File: src/hdl/network_address_classifier_core_defines.svh
// ----------------------------------------------------------------------------
// Address classifier assertion macros
// Property wrappers used by the classifier RTL; empty under synthesis.
// ----------------------------------------------------------------------------
`ifndef NETWORK_ADDRESS_CLASSIFIER_CORE_DEFINES_SVH
`define NETWORK_ADDRESS_CLASSIFIER_CORE_DEFINES_SVH

`ifndef SYNTHESIS

// same-cycle implication
`define NAC_ASSERT_IMPLY(label, clk, rst, ante, cons) \
   label: assert property (@(posedge clk) disable iff (rst) (ante) |-> (cons)) \
      else $error("nac assertion failed");

// delayed implication
`define NAC_ASSERT_LAT3(label, clk, rst, ante, cons) \
   label: assert property (@(posedge clk) disable iff (rst) (ante) |-> ##3 (cons)) \
      else $error("nac latency assertion failed");

`else

`define NAC_ASSERT_IMPLY(label, clk, rst, ante, cons)
`define NAC_ASSERT_LAT3(label, clk, rst, ante, cons)

`endif

`endif

File: src/hdl/nac_pkg.sv
// ----------------------------------------------------------------------------
// Address classifier package
// Kind and class codes, range constants and inter-stage structs.
// ----------------------------------------------------------------------------
package nac_pkg;

   typedef enum logic [1:0] {
      KIND_IPV4   = 2'd0,
      KIND_IPV6   = 2'd1,
      KIND_ONION  = 2'd2,
      KIND_GARLIC = 2'd3
   } kind_type;

   typedef enum logic [2:0] {
      CLASS_UNROUTABLE = 3'd0,
      CLASS_IPV4       = 3'd1,
      CLASS_IPV6       = 3'd2,
      CLASS_ONION      = 3'd3,
      CLASS_GARLIC     = 3'd4,
      CLASS_TEREDO     = 3'd5
   } class_type;

   localparam logic [7:0]  MESH_BYTE      = 8'hFC;
   localparam logic [7:0]  ULA_MASK       = 8'hFE;
   localparam logic [31:0] MAPPED_TAG     = 32'h0000_FFFF;
   localparam logic [31:0] DOC_PREFIX     = 32'h2001_0DB8;
   localparam logic [31:0] TEREDO_PREFIX  = 32'h2001_0000;
   localparam logic [27:0] ORCHID_PREFIX  = 28'h2001_001;
   localparam logic [63:0] LINK_LOCAL_HI  = 64'hFE80_0000_0000_0000;
   localparam logic [7:0]  OCT_ALL_ONES   = 8'hFF;
   localparam logic [3:0]  V4_RESV_NIBBLE = 4'hF;   // 240/4
   localparam logic [7:0]  V4_PRIV_A      = 8'd10;
   localparam logic [7:0]  V4_PRIV_B      = 8'd172;
   localparam logic [3:0]  V4_PRIV_B_HI   = 4'h1;   // second octet 16..31
   localparam logic [7:0]  V4_PRIV_C      = 8'd192;
   localparam logic [7:0]  V4_PRIV_C2     = 8'd168;
   localparam logic [7:0]  V4_LINK        = 8'd169;
   localparam logic [7:0]  V4_LINK2       = 8'd254;
   localparam logic [7:0]  V4_LOOPBACK    = 8'd127;

   // decode stage result
   typedef struct packed {
      logic        is4;
      logic        is6;
      logic        mesh;
      logic        mapped;
      logic        onion;
      logic        garlic;
      logic [31:0] v4;
      logic        shifted;    // bytes 0..6 zero, bytes 7,8 all ones
      logic        all_zero;
      logic        doc;
      logic        link_local;
      logic        ula;
      logic        orchid;
      logic        loopback;
      logic        teredo;
   } dec_type;

   // check stage result
   typedef struct packed {
      logic is4;
      logic mesh;
      logic mapped;
      logic onion;
      logic garlic;
      logic valid;
      logic routable;
      logic teredo;
   } chk_type;

endpackage

File: src/hdl/nac_decode.sv
// ----------------------------------------------------------------------------
// Address classifier decode stage
// Normalizes the address kind and registers the wide IPv6 pattern compares.
// ----------------------------------------------------------------------------
module nac_decode
   import nac_pkg::*;
(
   input  logic        clock,
   input  logic        reset,
   input  logic        in_valid,
   input  logic [1:0]  addr_kind,
   input  logic [63:0] addr_high,
   input  logic [63:0] addr_low,
   output logic        dec_valid,
   output dec_type     dec
);

   logic    valid_ff;
   dec_type dec_ff;
   dec_type dec_in;

   logic hi_zero;
   logic is_v6_kind;

   assign hi_zero    = (addr_high == 64'd0);
   assign is_v6_kind = (addr_kind == KIND_IPV6);

   always_comb begin
      dec_in.mesh   = is_v6_kind && (addr_high[63:56] == MESH_BYTE);
      dec_in.mapped = is_v6_kind && !dec_in.mesh && hi_zero
                      && (addr_low[63:32] == MAPPED_TAG);
      dec_in.is4    = (addr_kind == KIND_IPV4) || dec_in.mapped;
      dec_in.is6    = is_v6_kind && !dec_in.mesh && !dec_in.mapped;
      dec_in.onion  = (addr_kind == KIND_ONION);
      dec_in.garlic = (addr_kind == KIND_GARLIC);
      dec_in.v4     = addr_low[31:0];

      dec_in.shifted    = (addr_high[63:8] == 56'd0) && (addr_high[7:0] == OCT_ALL_ONES)
                          && (addr_low[63:56] == OCT_ALL_ONES);
      dec_in.all_zero   = hi_zero && (addr_low == 64'd0);
      dec_in.doc        = (addr_high[63:32] == DOC_PREFIX);
      dec_in.link_local = (addr_high == LINK_LOCAL_HI);
      dec_in.ula        = ((addr_high[63:56] & ULA_MASK) == MESH_BYTE);
      dec_in.orchid     = (addr_high[63:36] == ORCHID_PREFIX);
      dec_in.loopback   = hi_zero && (addr_low == 64'd1);
      dec_in.teredo     = (addr_high[63:32] == TEREDO_PREFIX);
   end

   always_ff @(posedge clock) begin
      if (reset) begin
         valid_ff <= 1'b0;
      end else begin
         valid_ff <= in_valid;
      end
   end

   always_ff @(posedge clock) begin
      dec_ff <= dec_in;
   end

   assign dec_valid = valid_ff;
   assign dec       = dec_ff;

endmodule

File: src/hdl/nac_check.sv
// ----------------------------------------------------------------------------
// Address classifier check stage
// Folds the decoded compares into validity and routability.
// ----------------------------------------------------------------------------
module nac_check
   import nac_pkg::*;
(
   input  logic    clock,
   input  logic    reset,
   input  logic    dec_valid,
   input  dec_type dec,
   output logic    chk_valid,
   output chk_type chk
);

   logic    valid_ff;
   chk_type chk_ff;
   chk_type chk_in;

   logic [7:0] o1;
   logic [7:0] o2;
   logic       v4_bad;
   logic       v6_bad;
   logic       v4_excl;
   logic       v6_excl;

   assign o1 = dec.v4[31:24];
   assign o2 = dec.v4[23:16];

   always_comb begin
      v4_bad  = (dec.v4 == 32'hFFFF_FFFF) || (dec.v4 == 32'd0);
      v6_bad  = dec.shifted || dec.all_zero || dec.doc;
      v4_excl = (o1[7:4] == V4_RESV_NIBBLE)
                || (o1 == V4_PRIV_A)
                || ((o1 == V4_PRIV_C) && (o2 == V4_PRIV_C2))
                || ((o1 == V4_PRIV_B) && (o2[7:4] == V4_PRIV_B_HI))
                || ((o1 == V4_LINK) && (o2 == V4_LINK2))
                || (o1 == V4_LOOPBACK)
                || (o1 == 8'd0);
      v6_excl = dec.link_local || dec.ula || dec.orchid || dec.loopback;

      chk_in.is4      = dec.is4;
      chk_in.mesh     = dec.mesh;
      chk_in.mapped   = dec.mapped;
      chk_in.onion    = dec.onion;
      chk_in.garlic   = dec.garlic;
      chk_in.valid    = !((dec.is4 && v4_bad) || (dec.is6 && v6_bad));
      chk_in.routable = chk_in.valid && !((dec.is4 && v4_excl) || (dec.is6 && v6_excl));
      chk_in.teredo   = dec.is6 && dec.teredo;
   end

   always_ff @(posedge clock) begin
      if (reset) begin
         valid_ff <= 1'b0;
      end else begin
         valid_ff <= dec_valid;
      end
   end

   always_ff @(posedge clock) begin
      chk_ff <= chk_in;
   end

   assign chk_valid = valid_ff;
   assign chk       = chk_ff;

endmodule

File: src/hdl/nac_encode.sv
// ----------------------------------------------------------------------------
// Address classifier encode stage
// Picks the network class and drives the registered response.
// ----------------------------------------------------------------------------
module nac_encode
   import nac_pkg::*;
(
   input  logic       clock,
   input  logic       reset,
   input  logic       chk_valid,
   input  chk_type    chk,
   output logic       rsp_valid,
   output logic [2:0] net_class,
   output logic       is_valid,
   output logic       is_routable,
   output logic       was_mapped_v4,
   output logic       is_mesh
);

   logic       valid_ff;
   logic [2:0] class_ff;
   logic [2:0] class_in;
   logic       is_valid_ff;
   logic       routable_ff;
   logic       mapped_ff;
   logic       mesh_ff;

   // Teredo wins even when unroutable
   always_comb begin
      if (chk.teredo) begin
         class_in = CLASS_TEREDO;
      end else if (!chk.routable) begin
         class_in = CLASS_UNROUTABLE;
      end else if (chk.is4) begin
         class_in = CLASS_IPV4;
      end else if (chk.onion) begin
         class_in = CLASS_ONION;
      end else if (chk.garlic) begin
         class_in = CLASS_GARLIC;
      end else begin
         class_in = CLASS_IPV6;
      end
   end

   always_ff @(posedge clock) begin
      if (reset) begin
         valid_ff <= 1'b0;
      end else begin
         valid_ff <= chk_valid;
      end
   end

   always_ff @(posedge clock) begin
      class_ff    <= class_in;
      is_valid_ff <= chk.valid;
      routable_ff <= chk.routable;
      mapped_ff   <= chk.mapped;
      mesh_ff     <= chk.mesh;
   end

   assign rsp_valid     = valid_ff;
   assign net_class     = class_ff;
   assign is_valid      = is_valid_ff;
   assign is_routable   = routable_ff;
   assign was_mapped_v4 = mapped_ff;
   assign is_mesh       = mesh_ff;

endmodule

File: src/hdl/network_address_classifier_core.sv
// ----------------------------------------------------------------------------
// Network address classifier core
// Usage:
//   Drive req_addr_kind, req_addr_high and req_addr_low and pulse start; the
//   request is taken at a clock edge where start is high and busy is low.
//   busy is high only while reset is held, so one request can be taken on
//   every clock cycle.
//   Each request yields one response: rsp_valid is high for one cycle with
//   the class and flags on the rsp_ ports, after the request has passed
//   through the three-stage pipeline (decode compares, validity and range
//   checks, class encode), one registered stage each; throughput is one
//   request per cycle.
//   Responses come out in request order and are not held: the receiver must
//   take each one in the cycle it is shown.
//   Reset clears the pipeline valid bits, dropping any request in flight;
//   the block keeps no other state.
// ----------------------------------------------------------------------------
`include "network_address_classifier_core_defines.svh"

module network_address_classifier_core
   import nac_pkg::*;
(
   input  logic        clock,
   input  logic        reset,
   input  logic        start,
   output logic        busy,
   input  logic [1:0]  req_addr_kind,
   input  logic [63:0] req_addr_high,
   input  logic [63:0] req_addr_low,
   output logic        rsp_valid,
   output logic [2:0]  rsp_net_class,
   output logic        rsp_is_valid,
   output logic        rsp_is_routable,
   output logic        rsp_was_mapped_v4,
   output logic        rsp_is_mesh
);

   logic    req_take;
   logic    dec_valid;
   dec_type dec;
   logic    chk_valid;
   chk_type chk;

   assign busy     = reset;
   assign req_take = start && !busy;

   nac_decode u_decode (
      .clock     (clock),
      .reset     (reset),
      .in_valid  (req_take),
      .addr_kind (req_addr_kind),
      .addr_high (req_addr_high),
      .addr_low  (req_addr_low),
      .dec_valid (dec_valid),
      .dec       (dec)
   );

   nac_check u_check (
      .clock     (clock),
      .reset     (reset),
      .dec_valid (dec_valid),
      .dec       (dec),
      .chk_valid (chk_valid),
      .chk       (chk)
   );

   nac_encode u_encode (
      .clock         (clock),
      .reset         (reset),
      .chk_valid     (chk_valid),
      .chk           (chk),
      .rsp_valid     (rsp_valid),
      .net_class     (rsp_net_class),
      .is_valid      (rsp_is_valid),
      .is_routable   (rsp_is_routable),
      .was_mapped_v4 (rsp_was_mapped_v4),
      .is_mesh       (rsp_is_mesh)
   );

   `NAC_ASSERT_LAT3(a_latency, clock, reset, req_take, rsp_valid)
   `NAC_ASSERT_IMPLY(a_routable_valid, clock, reset, rsp_valid && rsp_is_routable, rsp_is_valid)
   `NAC_ASSERT_IMPLY(a_mesh_class, clock, reset, rsp_valid && rsp_is_mesh, (rsp_net_class == CLASS_IPV6) && !rsp_was_mapped_v4 && rsp_is_routable)
   `NAC_ASSERT_IMPLY(a_unroutable, clock, reset, rsp_valid && (rsp_net_class == CLASS_UNROUTABLE), !rsp_is_routable)

endmodule

File: config.mk
export PLATFORM = sky130hd
export DESIGN_NAME = network_address_classifier_core
export DESIGN_NICKNAME = d
export VERILOG_FILES = /design/src/hdl/nac_pkg.sv /design/src/hdl/nac_decode.sv /design/src/hdl/nac_check.sv /design/src/hdl/nac_encode.sv /design/src/hdl/network_address_classifier_core.sv
export VERILOG_INCLUDE_DIRS = /design/src /design/src/hdl
export SDC_FILE = /design/constraint.sdc
export NUM_CORES = 1
export LEC_CHECK = 0
export ABC_AREA = 1
export BUFFER_PORTS_ARGS = -buffer_cell sky130_fd_sc_hd__buf_2
export CAP_MARGIN = 40
export CORE_MARGIN = 10
export CORE_UTILIZATION = 48
export CTS_CLUSTER_SIZE = 25
export DETAILED_ROUTE_END_ITERATION = 8
export GPL_ROUTABILITY_DRIVEN = 0
export GPL_TIMING_DRIVEN = 0
export PLACE_DENSITY = 0.89
export SETUP_SLACK_MARGIN = 0.3
export SLEW_MARGIN = 20
export SYNTH_ARGS = -nofsm -noshare
export SYNTH_HDL_FRONTEND = slang
export SYNTH_SLANG_ARGS = --single-unit
File: constraint.sdc
create_clock -name clock -period 3.4 [get_ports clock]
set_input_delay 0.85 -clock clock [delete_from_list [all_inputs] [get_ports clock]]
set_output_delay 0.85 -clock clock [all_outputs]
set_load 0.02 [all_outputs]
; Word level (Yosys, flattened, before mapping)
; Cells that the tools add are included.
[word_totals]
ff_bits = 64
input_bits = 133
output_inout_bits = 9
elab_cells = 106
[op_classes]
eq_ne = 23
muxes = 4
bitwise_logic = 1
reduce_logical = 46
[op_table]
columns = cell, count
row1 = $logic_not A64 Y1, 2
row2 = $eq A32 B30 Y1 const B, 2
row3 = $eq A64 B1 Y1 const B, 1
row4 = $eq A64 B64 Y1 const B, 1
row5 = $eq A8 B8 Y1 const B, 8
row6 = $logic_not A56 Y1, 1
row7 = $eq A32 B16 Y1 const B, 1
row8 = $eq A32 B32 Y1 const B, 1
row9 = $logic_not A32 Y1, 1
row10 = $eq A28 B26 Y1 const B, 1
row11 = $logic_and A1 B1 Y1, 19
row12 = $logic_or A1 B1 Y1, 15
row13 = $mux W3, 4
row14 = $eq A8 B4 Y1 const B, 1
row15 = $eq A8 B7 Y1 const B, 1
row16 = $logic_not A8 Y1, 1
row17 = $eq A7 B7 Y1 const B, 1
row18 = $logic_not A1 Y1, 5
row19 = $eq A2 B2 Y1 const B, 2
row20 = $eq A4 B1 Y1 const B, 1
row21 = $eq A4 B4 Y1 const B, 1
row22 = $reduce_or A3 Y1, 1
row23 = $eq A2 B1 Y1 const B, 1
row24 = $logic_not A2 Y1, 1
row25 = $not A1 Y1, 1

; Depth between registers and ports, before layout
; Gate-level depths: netlist of the first run.
[depth]
word_depth = 11
mapped_depth = 10
ltp_nobuf = 10

; By module
; A second synthesis of the first run with hierarchy kept.
[unflattened]
hier_cells = 392
area_unflattened_um2 = 2673.8
[modules_own_cells]
columns = module, n_inst, cells_per_inst, area_per_inst_um2, seq_area_each_um2
row1 = nac_decode, 1, 249, 1801.7, 940.9
row2 = nac_check, 1, 119, 638.1, 180.2
row3 = nac_encode, 1, 21, 216.5, 160.2
row4 = network_address_classifier_core, 1, 3, 17.5, 0.0

; Worst setup path after synthesis of the first run
; OpenSTA, ideal clock, no wires.
[synth_timing]
kind = input to output
from = input reset
to = output busy
arrival_ns = 0.984
required_time_ns = 2.550
path_slack_ns = 1.566
cell_stages = 1
n_path_buf = 1
cell_sequence = buf_4
[synth_lines]
columns = item, line_no
row1 = start: declaration, network_address_classifier_core.sv:24  ; input logic reset,
row2 = end: declaration, network_address_classifier_core.sv:26  ; output logic busy,
; No word-level cell between the ends.

; Worst setup path in the final report of the first run
[layout_timing]
from = input reset
to = output busy
; No word-level cell between the ends.

==> run_results.csv, run 1 <==
group,metric,value,unit
logic_synthesis,synth-simple-area-share,43.4,%
logic_synthesis,syn_nets,509,
pwr,p_seq_share,50.1,%
setup_path,critPathCaptureType,"output port",
grt,use_met3,7.59,%
logic_synthesis,avgSynthCellArea,7.04,um2
placed_design,hpwlAfterDp,6450,um
pwr,power.share.clock,39.8,%
logic_synthesis,ys_seq_area_share,48.4,%
logic_synthesis,synth_ff_type,"dfxtp_1",
pwr,switchingPower,372,uW
clock_network,root_buffer,"clkbuf_8",
run_status,status,"completed",
grt,use_met1,15.2,%
clock_network,clockBufferDepth,2,
finish,multi_input_area,0.00121,mm2
clock_network,cts_resized,0,
finish,nNetsFinal,661,
setup_path,reg2reg_slack,2120,ps
logic_synthesis,synth_top_area_share,48.4,%
logic_synthesis,synth_edf_count,0,
setup_path,arrival,1240,ps
floorplanning,io_pins,142,
grt,grt_overflow,0,
floorplanning,fp.coreArea,0.00524,mm2
logic_synthesis,synth_cell_type_count,26,
detailed_routing,wl,7490,um
logic_synthesis,synth.area.top_cells,"dfxtp_1 48%, nor2_1 17%, nand2_1 11%",
setup_path,worstSetupPathType,"in -> out",
min_path,hold_path_class,"reg -> reg",
clock_network,cts_tree,"built",
logic_synthesis,synth_top_family_by_area,"simple AND/OR/NAND/NOR gates",
timing,finClkSkew,5.34,ps
grt,busiest_layer,"met2",
clock_network,cts_setup_buffers,0,
finish,seq_area,0.00128,mm2
detailed_routing,wl_per_cell,12.4,um
pwr,powerDensity,437,mW/mm2
logic_synthesis,synth_top_area_cell,"dfxtp_1",
pwr,total_power,1590,uW
timing,fin_crit,2090,ps
timing,worst_pin_slew,286,ps
pwr,p_comb_share,10.0,%
clock_network,cts.htree.levels,3,
setup_path,critPathRequiredTime,2550,ps
logic_synthesis,ys_ff_latch,64,
placed_design,io_buffers,141,
detailed_routing,routed_via_density,4.61,
floorplanning,die-area,0.00888,mm2
timing,min_period_over_period,61.4,%
logic_synthesis,syn_inst,376,
logic_synthesis,synthTopCellsByCount,"121 x nor2_1, 79 x nand2_1, 64 x dfxtp_1, 35 x inv_1, 15 x nand3_1",
grt,grt_max_degree,12,
setup_path,r2r-start,"u_decode.dec[32]",
finish,fill_cells,437,
grt,grt_pass1_vias,2988,
timing,max_slew_margin,80.8,%
setup_path,cp-start-kind,"primary input",
pwr,swShare,23.4,%
logic_synthesis,ys_warn_count,0,
detailed_routing,drt_iter0_drc,81,
clock_network,clk_pin_slew,70,ps
logic_synthesis,synth_xor_area_share,0,%
finish,drive_above_1_share,32.3,%
setup_path,critical_path.most_common_cell,"buf_2",
setup_path,cpMaxStageDelayCell,"buf_2",
finish,diodes,0,
setup_path,timing.rr.end,"u_check.chk[1]",
clock_network,hold_buffers,0,
detailed_routing,drt-pass1-iter-count,4,
detailed_routing,route.detailed.drc,0,
logic_synthesis,synthAdderAreaFrac,0,%
logic_synthesis,async_flop_share,0,%
logic_synthesis,synth_compound_area_share,2.27,%
floorplanning,rows,26,
timing,fmax,0.479,GHz
setup_path,cpLargestDelayFamily,"buffers and inverters",
setup_path,reg2reg_depth,8,
grt,track_usage,17.2,%
timing,hold_viol,0,
timing,tns,0,ps
pwr,p_int,1220,uW
min_path,min_path_cells,0,
grt,grt_pass1_wl,12300,um
timing,finalSetupViolCount,0,
setup_path,critPathMaxStageDelay,150,ps
min_path,min-delay-start,"u_check.chk[6]",
setup_path,critical_path.max_fanout,4,
pwr,ir_worst_vdd,0.276,mV
clock_network,clk_latency,330,ps
run,maxCapViolCount,0,
timing,rsz0062_at_grt,"no",
min_path,holdPathEnd,"u_encode.is_mesh",
setup_path,path_cells,"buf_2, buf_4, buf_2",
detailed_routing,vias,2782,
logic_synthesis,synthesis.area,0.00265,mm2
finish,syn_to_final_growth,37.4,%
clock_network,cts.sinks,64,
grt,use_met2,32.1,%
floorplanning,die_w,94.3,um
setup_path,cp_num_buf_inv,3,
grt,antenna_found_initial,0,
pwr,p_leak,0.00174,uW
clock_network,cts_buffers,9,
logic_synthesis,synth.mux.area_fraction,0,%
floorplanning,die_h,94.3,um
detailed_routing,drtAntennaViolNets,0,
timing,slew_violations,0,
floorplanning,initial_core_util,50.5,%
logic_synthesis,yosysMostFrequentCell,"nor2_1",
routing by layer:
| layer | up-vias | share of wire (%) | wire length (um) |
|---|---|---|---|
| met3 | 19 | 10 | 777 |
| met2 | 127 | 51 | 3840 |
| li1 | 1491 | - | - |
| met4 | 0 | 2.6 | 194 |
| met1 | 1145 | 36 | 2690 |
| met5 | - | 0 | 0 |
how the worst max path moves through the flow:
stage                       to  slack, ps  cells past startpoint  start
after detailed placement  busy       1310                      3  reset
after global placement    busy       1310                      3  reset
after CTS                 busy       1310                      3  reset
final                     busy       1310                      3  reset
after floorplan           busy       1570                      1  reset
after global routing      busy       1300                      3  reset
power groups by stage:
stage / combinational, uW / clock (uW) / sequential [uW]
floorplan: 56.1 / 0 / 813
finish: 159 / 634 / 798
global placement: 154 / 0 / 812
global route: 182 / 685 / 801
detailed placement: 160 / 0 / 814
CTS: 160 / 650 / 797
layout by cell type (no fill, tap or decap):
master / instances
buf_2: 141
nor2_1: 121
nand2_1: 79
dfxtp_1: 64
inv_1: 35
nand3_1: 15
nand4_1: 14
clkbuf_8: 10
nor3_1: 7
nor4_1: 7
nand3b_1: 4
inv_2: 4
o31ai_1: 3
nand2_2: 3
nor2_4: 3
a21oi_1: 2
or2_0: 2
nor3_2: 2
nor3b_1: 2
clkinv_2: 2
o21ai_2: 1
a21boi_1: 1
clkinv_1: 1
nor2_2: 1
o22ai_1: 1
nor3b_2: 1
and3_1: 1
o21ai_0: 1
buf_4: 1
bufinv_16: 1
clkinvlp_4: 1
clkinv_4: 1
clkbuf_1: 1
final cells by class:
type                       instances  share of cell area (%)
multi-input combinational        271                    33.2
tap                               70                    2.41
timing repair buffer             141                    19.4
buffer                             1                   0.206
sequential                        64                    35.2
clock inverter                     5                    1.55
clock buffer                      11                    3.89
inverter                          40                    4.13
logic make-up after synthesis:
group / Yosys count
buf+inv: 41
simple gates: 262
flops: 64
compound gates: 9
flip-flops by register name (all words and copies together), names as in the netlist:
name                    cells
u_encode.was_mapped_v4      1
u_check.chk                 8
u_encode.net_class          3
u_decode.dec_valid          1
u_check.chk_valid           1
u_encode.is_mesh            1
u_decode.dec               46
u_encode.rsp_valid          1
u_encode.is_valid           1
u_encode.is_routable        1
per-stage QoR:
stage	util [%]	hold WS (ps)	std cells	setup WS, ps	cell area (um2)
after floorplan	-	310	376	1570	2650
after global placement	65.7	311	587	1310	3440
after detailed placement	65.7	312	587	1310	3440
after CTS	69.4	329	603	1310	3640
after global routing	69.4	334	603	1300	3640
final	69.4	328	603	1310	3640
worst register-to-register path, delay by kind of cell, from the launching register on:
family           cells  cell delay [ps]
AO/OA/AOI/OAI        1              140
flip-flops           1              370
AND/OR/NAND/NOR      7              670
Power figures use the tool's default switching activity.
==> inputs of run 2 (changes only) <==
--- a/config.mk
+++ b/config.mk
@@ -10,12 +10,12 @@
 export BUFFER_PORTS_ARGS = -buffer_cell sky130_fd_sc_hd__buf_2
 export CAP_MARGIN = 40
 export CORE_MARGIN = 10
-export CORE_UTILIZATION = 48
+export CORE_UTILIZATION = 40
 export CTS_CLUSTER_SIZE = 25
 export DETAILED_ROUTE_END_ITERATION = 8
 export GPL_ROUTABILITY_DRIVEN = 0
 export GPL_TIMING_DRIVEN = 0
-export PLACE_DENSITY = 0.89
+export PLACE_DENSITY = 0.8
 export SETUP_SLACK_MARGIN = 0.3
 export SLEW_MARGIN = 20
 export SYNTH_ARGS = -nofsm -noshare
==> constraint.sdc (replaced) <==
create_clock -name clock -period 1.7 [get_ports clock]
set_input_delay 0.425 -clock clock [delete_from_list [all_inputs] [get_ports clock]]
set_output_delay 0.425 -clock clock [all_outputs]
set_load 0.02 [all_outputs]
==> run 2 against run 1 <==
Compared with the run above: final cell count increased by 0.83%; hold slack got worse by 140 ps; critical path depth increased by 5; final area about the same; die area increased by 16%; setup slack got worse by 860 ps; sequential power increased by 99%; critical endpoint is now u_check.chk[1]; largest cell class unchanged.
==> run_results.csv, run 2 (same netlist as run 1, synthesis figures left out) <==
group,metric,value,unit
timing,fmax,0.800,GHz
grt,grt_max_degree,11,
floorplanning,die-area,0.0103,mm2
clock_network,clk_latency,340,ps
finish,largest_reg_flops,46,
timing,hold_viol,0,
setup_path,arrival,1480,ps
floorplanning,fp.coreArea,0.00639,mm2
grt,grt_pass1_vias,2910,
finish,layout_commonest_cell,"buf_2",
finish,syn_to_final_growth,37.5,%
detailed_routing,drtAntennaViolNets,0,
timing,slew_violations,0,
setup_path,critical_path.max_fanout,4,
setup_path,worstSetupPathType,"reg -> reg",
timing,rsz0062_at_grt,"no",
setup_path,cp-start-kind,"register",
grt,track_usage,14.4,%
pwr,p_leak,0.00174,uW
floorplanning,io_pins,142,
detailed_routing,drt-pass1-iter-count,4,
setup_path,critPathRequiredTime,1940,ps
timing,finClkSkew,5.67,ps
timing,fin_crit,1250,ps
timing,finalSetupViolCount,0,
clock_network,cts.htree.levels,3,
floorplanning,die_h,101,um
grt,grt_overflow,0,
finish,diodes,0,
detailed_routing,route.detailed.drc,0,
clock_network,cts_setup_buffers,0,
finish,fill_cells,613,
clock_network,root_buffer,"clkbuf_8",
clock_network,cts.sinks,64,
floorplanning,initial_core_util,41.4,%
clock_network,clockBufferDepth,2,
run_status,status,"completed",
timing,tns,0,ps
pwr,ir_worst_vdd,0.551,mV
detailed_routing,drt_iter0_drc,93,
detailed_routing,routed_via_density,4.57,
clock_network,cts_tree,"built",
finish,layout_common_cells,"141 x buf_2, 119 x nor2_1, 79 x nand2_1",
finish,fin_area,0.00364,mm2
min_path,hold_path_class,"in -> reg",
finish,nNetsFinal,661,
floorplanning,die_w,101,um
finish,drive_above_1_share,32.4,%
detailed_routing,wl,7500,um
timing,worst_hold_slack,193,ps
clock_network,cts_buffers,9,
pwr,powerDensity,867,mW/mm2
run,maxCapViolCount,0,
detailed_routing,wl_per_cell,12.3,um
timing,worst_pin_slew,377,ps
grt,grt_pass1_wl,12000,um
placed_design,hpwlAfterDp,6500,um
placed_design,io_buffers,141,
grt,antenna_found_initial,0,
clock_network,hold_buffers,0,
timing,min_period_over_period,73.5,%
placed_design,placed_area,0.00345,mm2
setup_path,critPathCaptureType,"register",
timing,max_slew_margin,74.7,%
clock_network,clk_pin_slew,70,ps
detailed_routing,vias,2779,
floorplanning,rows,29,
==> run 2: final cells by class <==
type                    instances  area, um2  area share (%)
multi-input cells             271       1210            33.3
flip-flops and latches         64       1280            35.2
inverters                      40        150            4.13
clock inverters                 3       43.8            1.20
repair buffers                141        706            19.4
plain buffers                   1       7.51           0.206
well taps                      77       96.3            2.65
clock buffers                  11        141            3.89
==> run 2: worst max-delay path: stages (launching register included) <==
cell,delay [ps]
dfxtp_1,340
nor2_2,150
nand3_1,130
nor2_2,130
nand2_1,80
o21ai_2,150
nand2_1,70
nand3_1,70
nor2_1,40
==> run 2: report_power, final <==
part	internal, uW	switching (uW)
clock network	701	539
registers	1560	34.1
logic	166	157
==> run 2: repair_timing <==
action                     4_1_cts  5_1_grt
gates resized for setup          0        2
setup endpoints to repair        0        1
hold endpoints to repair         0        0
==> run 2: routing by layer <==
layer  wire length [um]  GRT usage, %  up-vias
li1                   -             -     1487
met1               2700          12.8     1166
met2               3730          25.8      117
met3                980          8.71        9
met4                 82          5.57        0
met5                  0             0        -
==> run 2: final timing paths <==
kind / start / to / slack, ps / cells after the start
max: u_decode.dec[33] / u_check.chk[1] / 450 / 8
max reg2reg: u_decode.dec[33] / u_check.chk[1] / 450 / 8
min reg2reg: u_check.chk[5] / u_encode.was_mapped_v4 / 330 / 0
min: req_addr_low[21] / u_decode.dec[29] / 190 / 1
==> run 2: stage by stage <==
stage	instances	total power, uW	utilization (%)	setup WS [ps]
2_1_floorplan	376	1740	-	462
3_3_place_gp	594	1940	54.0	240
3_5_place_dp	594	1950	54.0	214
4_1_cts	608	3190	56.9	371
5_1_grt	608	3290	57.0	308
6_report	608	3160	57.0	450
==> inputs of run 3 (changes only) <==
--- a/config.mk
+++ b/config.mk
@@ -10,12 +10,12 @@
 export BUFFER_PORTS_ARGS = -buffer_cell sky130_fd_sc_hd__buf_2
 export CAP_MARGIN = 40
 export CORE_MARGIN = 10
-export CORE_UTILIZATION = 40
+export CORE_UTILIZATION = 44
 export CTS_CLUSTER_SIZE = 25
 export DETAILED_ROUTE_END_ITERATION = 8
 export GPL_ROUTABILITY_DRIVEN = 0
 export GPL_TIMING_DRIVEN = 0
-export PLACE_DENSITY = 0.8
+export PLACE_DENSITY = 0.83
 export SETUP_SLACK_MARGIN = 0.3
 export SLEW_MARGIN = 20
 export SYNTH_ARGS = -nofsm -noshare
==> constraint.sdc (replaced) <==
create_clock -name clock -period 1.2 [get_ports clock]
set_input_delay 0.3 -clock clock [delete_from_list [all_inputs] [get_ports clock]]
set_output_delay 0.3 -clock clock [all_outputs]
set_load 0.02 [all_outputs]
==> run 3 against run 2 <==
Compared with the run above: the run now ends with setup timing left; clock power is 24% higher; final cell count increased by 1.2%; via count rose by 5.0%; sequential share of layout area fell by 2.9 points; routed wire length increased by 8.3%; first-iteration DRC count down 9.7%; setup slack worse by 450 ps; largest cell class is now multi-input gates.
==> run_results.csv, run 3 (same netlist as run 1, synthesis figures left out) <==
group,metric,value,unit
pwr,p_leak,0.00185,uW
floorplanning,rows,28,
setup_path,reg2reg_slack,-2,ps
timing,fin_crit,1200,ps
floorplanning,fp.coreArea,0.00589,mm2
detailed_routing,routed_via_density,4.74,
setup_path,worstSetupPathType,"reg -> reg",
clock_network,hold_buffers,0,
timing,max_slew_margin,79.9,%
placed_design,hpwlAfterDp,6460,um
clock_network,clk_latency,340,ps
timing,min_period_over_period,100,%
grt,grt_pass1_wl,12700,um
grt,grt_pass1_vias,3036,
finish,layout_common_cells,"117 x buf_2, 93 x nor2_1, 73 x nand2_1",
setup_path,crit_start,"u_decode.dec[32]",
grt,track_usage,16.2,%
clock_network,root_buffer,"clkbuf_8",
setup_path,critical_path.max_fanout,5,
pwr,total_power,4370,uW
run_status,status,"finished, violations left",
finish,drive_above_1_share,43.9,%
clock_network,cts.sinks,64,
finish,fill_cells,496,
detailed_routing,wl_per_cell,13.2,um
grt,antenna_found_initial,0,
pwr,swShare,24.2,%
timing,finalSetupViolCount,1,
finish,final_util,68.8,%
clock_network,cts_tree,"built",
setup_path,reg2reg_depth,8,
detailed_routing,drt_iter0_drc,84,
clock_network,cts.htree.levels,3,
pwr,powerDensity,1080,mW/mm2
pwr,p_seq_share,51.9,%
timing,layout_setup_ws,-2.23,ps
timing,tns,-2.23,ps
run,maxCapViolCount,0,
timing,rsz0062_at_grt,"yes",
timing,hold_viol,0,
detailed_routing,drt-pass1-iter-count,4,
floorplanning,die-area,0.00952,mm2
grt,grt_max_degree,11,
floorplanning,io_pins,142,
detailed_routing,route.detailed.drc,0,
detailed_routing,drtAntennaViolNets,0,
timing,slew_violations,0,
clock_network,cts_buffers,9,
timing,fmax,0.832,GHz
finish,diodes,0,
min_path,hold_path_class,"in -> reg",
setup_path,r2r-start,"u_decode.dec[32]",
clock_network,clockBufferDepth,2,
pwr,power.share.clock,35.3,%
finish,nNetsFinal,668,
floorplanning,die_w,97.6,um
setup_path,critPathRequiredTime,1440,ps
placed_design,place_ws,-162,ps
finish,layout_commonest_cell,"buf_2",
pwr,switchingPower,1060,uW
setup_path,timing.rr.end,"u_check.chk[1]",
pwr,p_comb_share,12.8,%
setup_path,arrival,1440,ps
run_status,violations,"setup timing",
finish,syn_to_final_growth,52.9,%
detailed_routing,wl,8120,um
placed_design,io_buffers,141,
timing,worst_hold_slack,62.8,ps
timing,worst_pin_slew,298,ps
floorplanning,initial_core_util,45.0,%
timing,finClkSkew,6.03,ps
pwr,p_int,3310,uW
setup_path,setup.worst_path.end,"u_check.chk[1]",
setup_path,critPathCaptureType,"register",
detailed_routing,vias,2918,
floorplanning,die_h,97.6,um
finish,largest_reg_flops,46,
clock_network,clk_pin_slew,60,ps
grt,grt_overflow,0,
setup_path,cp-start-kind,"register",
pwr,ir_worst_vdd,0.896,mV
-- run 3: cell types whose count changed in the layout (fill, tap and decap cells not counted), moves of 5 or more --
cell / delta
dfxtp_2: +13
buf_4: +5
nand2_1: -6
nand2_2: +5
nor2_2: +17
buf_6: +24
nor2_1: -26
nor2_4: +9
dfxtp_1: -16
buf_2: -24
-- run 3: cell type report --
type | instances | area [um2] | share of cell area [%]
plain buffers | 1 | 11.3 | 0.278
clock buffers | 13 | 149 | 3.68
clock inverters | 3 | 17.5 | 0.433
inverters | 40 | 150 | 3.71
multi-input cells | 271 | 1400 | 34.5
flip-flops and latches | 64 | 1310 | 32.3
well taps | 75 | 93.8 | 2.32
repair buffers | 148 | 920 | 22.7
-- run 3: power by group through the flow --
stage | Combinational (uW) | Clock, uW | Sequential [uW]
4_1_cts | 508 | 1590 | 2270
3_3_place_gp | 445 | 0 | 2300
5_1_grt | 621 | 1670 | 2280
6_report | 557 | 1540 | 2270
2_1_floorplan | 162 | 0 | 2310
3_5_place_dp | 465 | 0 | 2310
-- run 3: per-layer routing --
metal  global-route usage (%)  up-vias  part of all wire (%)
met5                        0        -                     0
met4                     6.82        0                   2.1
met3                     7.75       13                   7.2
met2                     29.4      109                    53
met1                     15.1     1288                    37
li1                         -     1508                     -
-- run 3: worst min path at each step --
stage	from	to	slack (ps)	cells after the start
2_1_floorplan	u_decode.dec[40]	u_check.chk[3]	310	0
3_3_place_gp	u_decode.dec[40]	u_check.chk[3]	310	0
3_5_place_dp	u_decode.dec[40]	u_check.chk[3]	310	0
4_1_cts	req_addr_low[27]	u_decode.dec[35]	50	1
5_1_grt	req_addr_low[25]	u_decode.dec[33]	40	1
6_report	req_addr_low[27]	u_decode.dec[35]	60	1
-- run 3: timing repair --
item                       in CTS  in global routing
cloned                          0                  0
pin swaps                      19                 34
gates resized for setup        55                 52
setup endpoints to repair      18                 21
buffers inserted                3                  4
-- run 3: critical path, cell delays in order, from the launching register on --
cell and delay [ps]:
dfxtp_4 370, nor2_4 120, nand3_2 100, nor2_4 120, nand2_2 60, o21ai_2 170
nand2_1 60, nand3_1 70, nor2_1 40
-- run 3: metrics by stage --
| step | area (um2) | cells |
|---|---|---|
| 2_1_floorplan | 2670 | 376 |
| 3_3_place_gp | 3470 | 592 |
| 3_5_place_dp | 3470 | 592 |
| 4_1_cts | 3840 | 611 |
| 5_1_grt | 4050 | 615 |
| 6_report | 4050 | 615 |
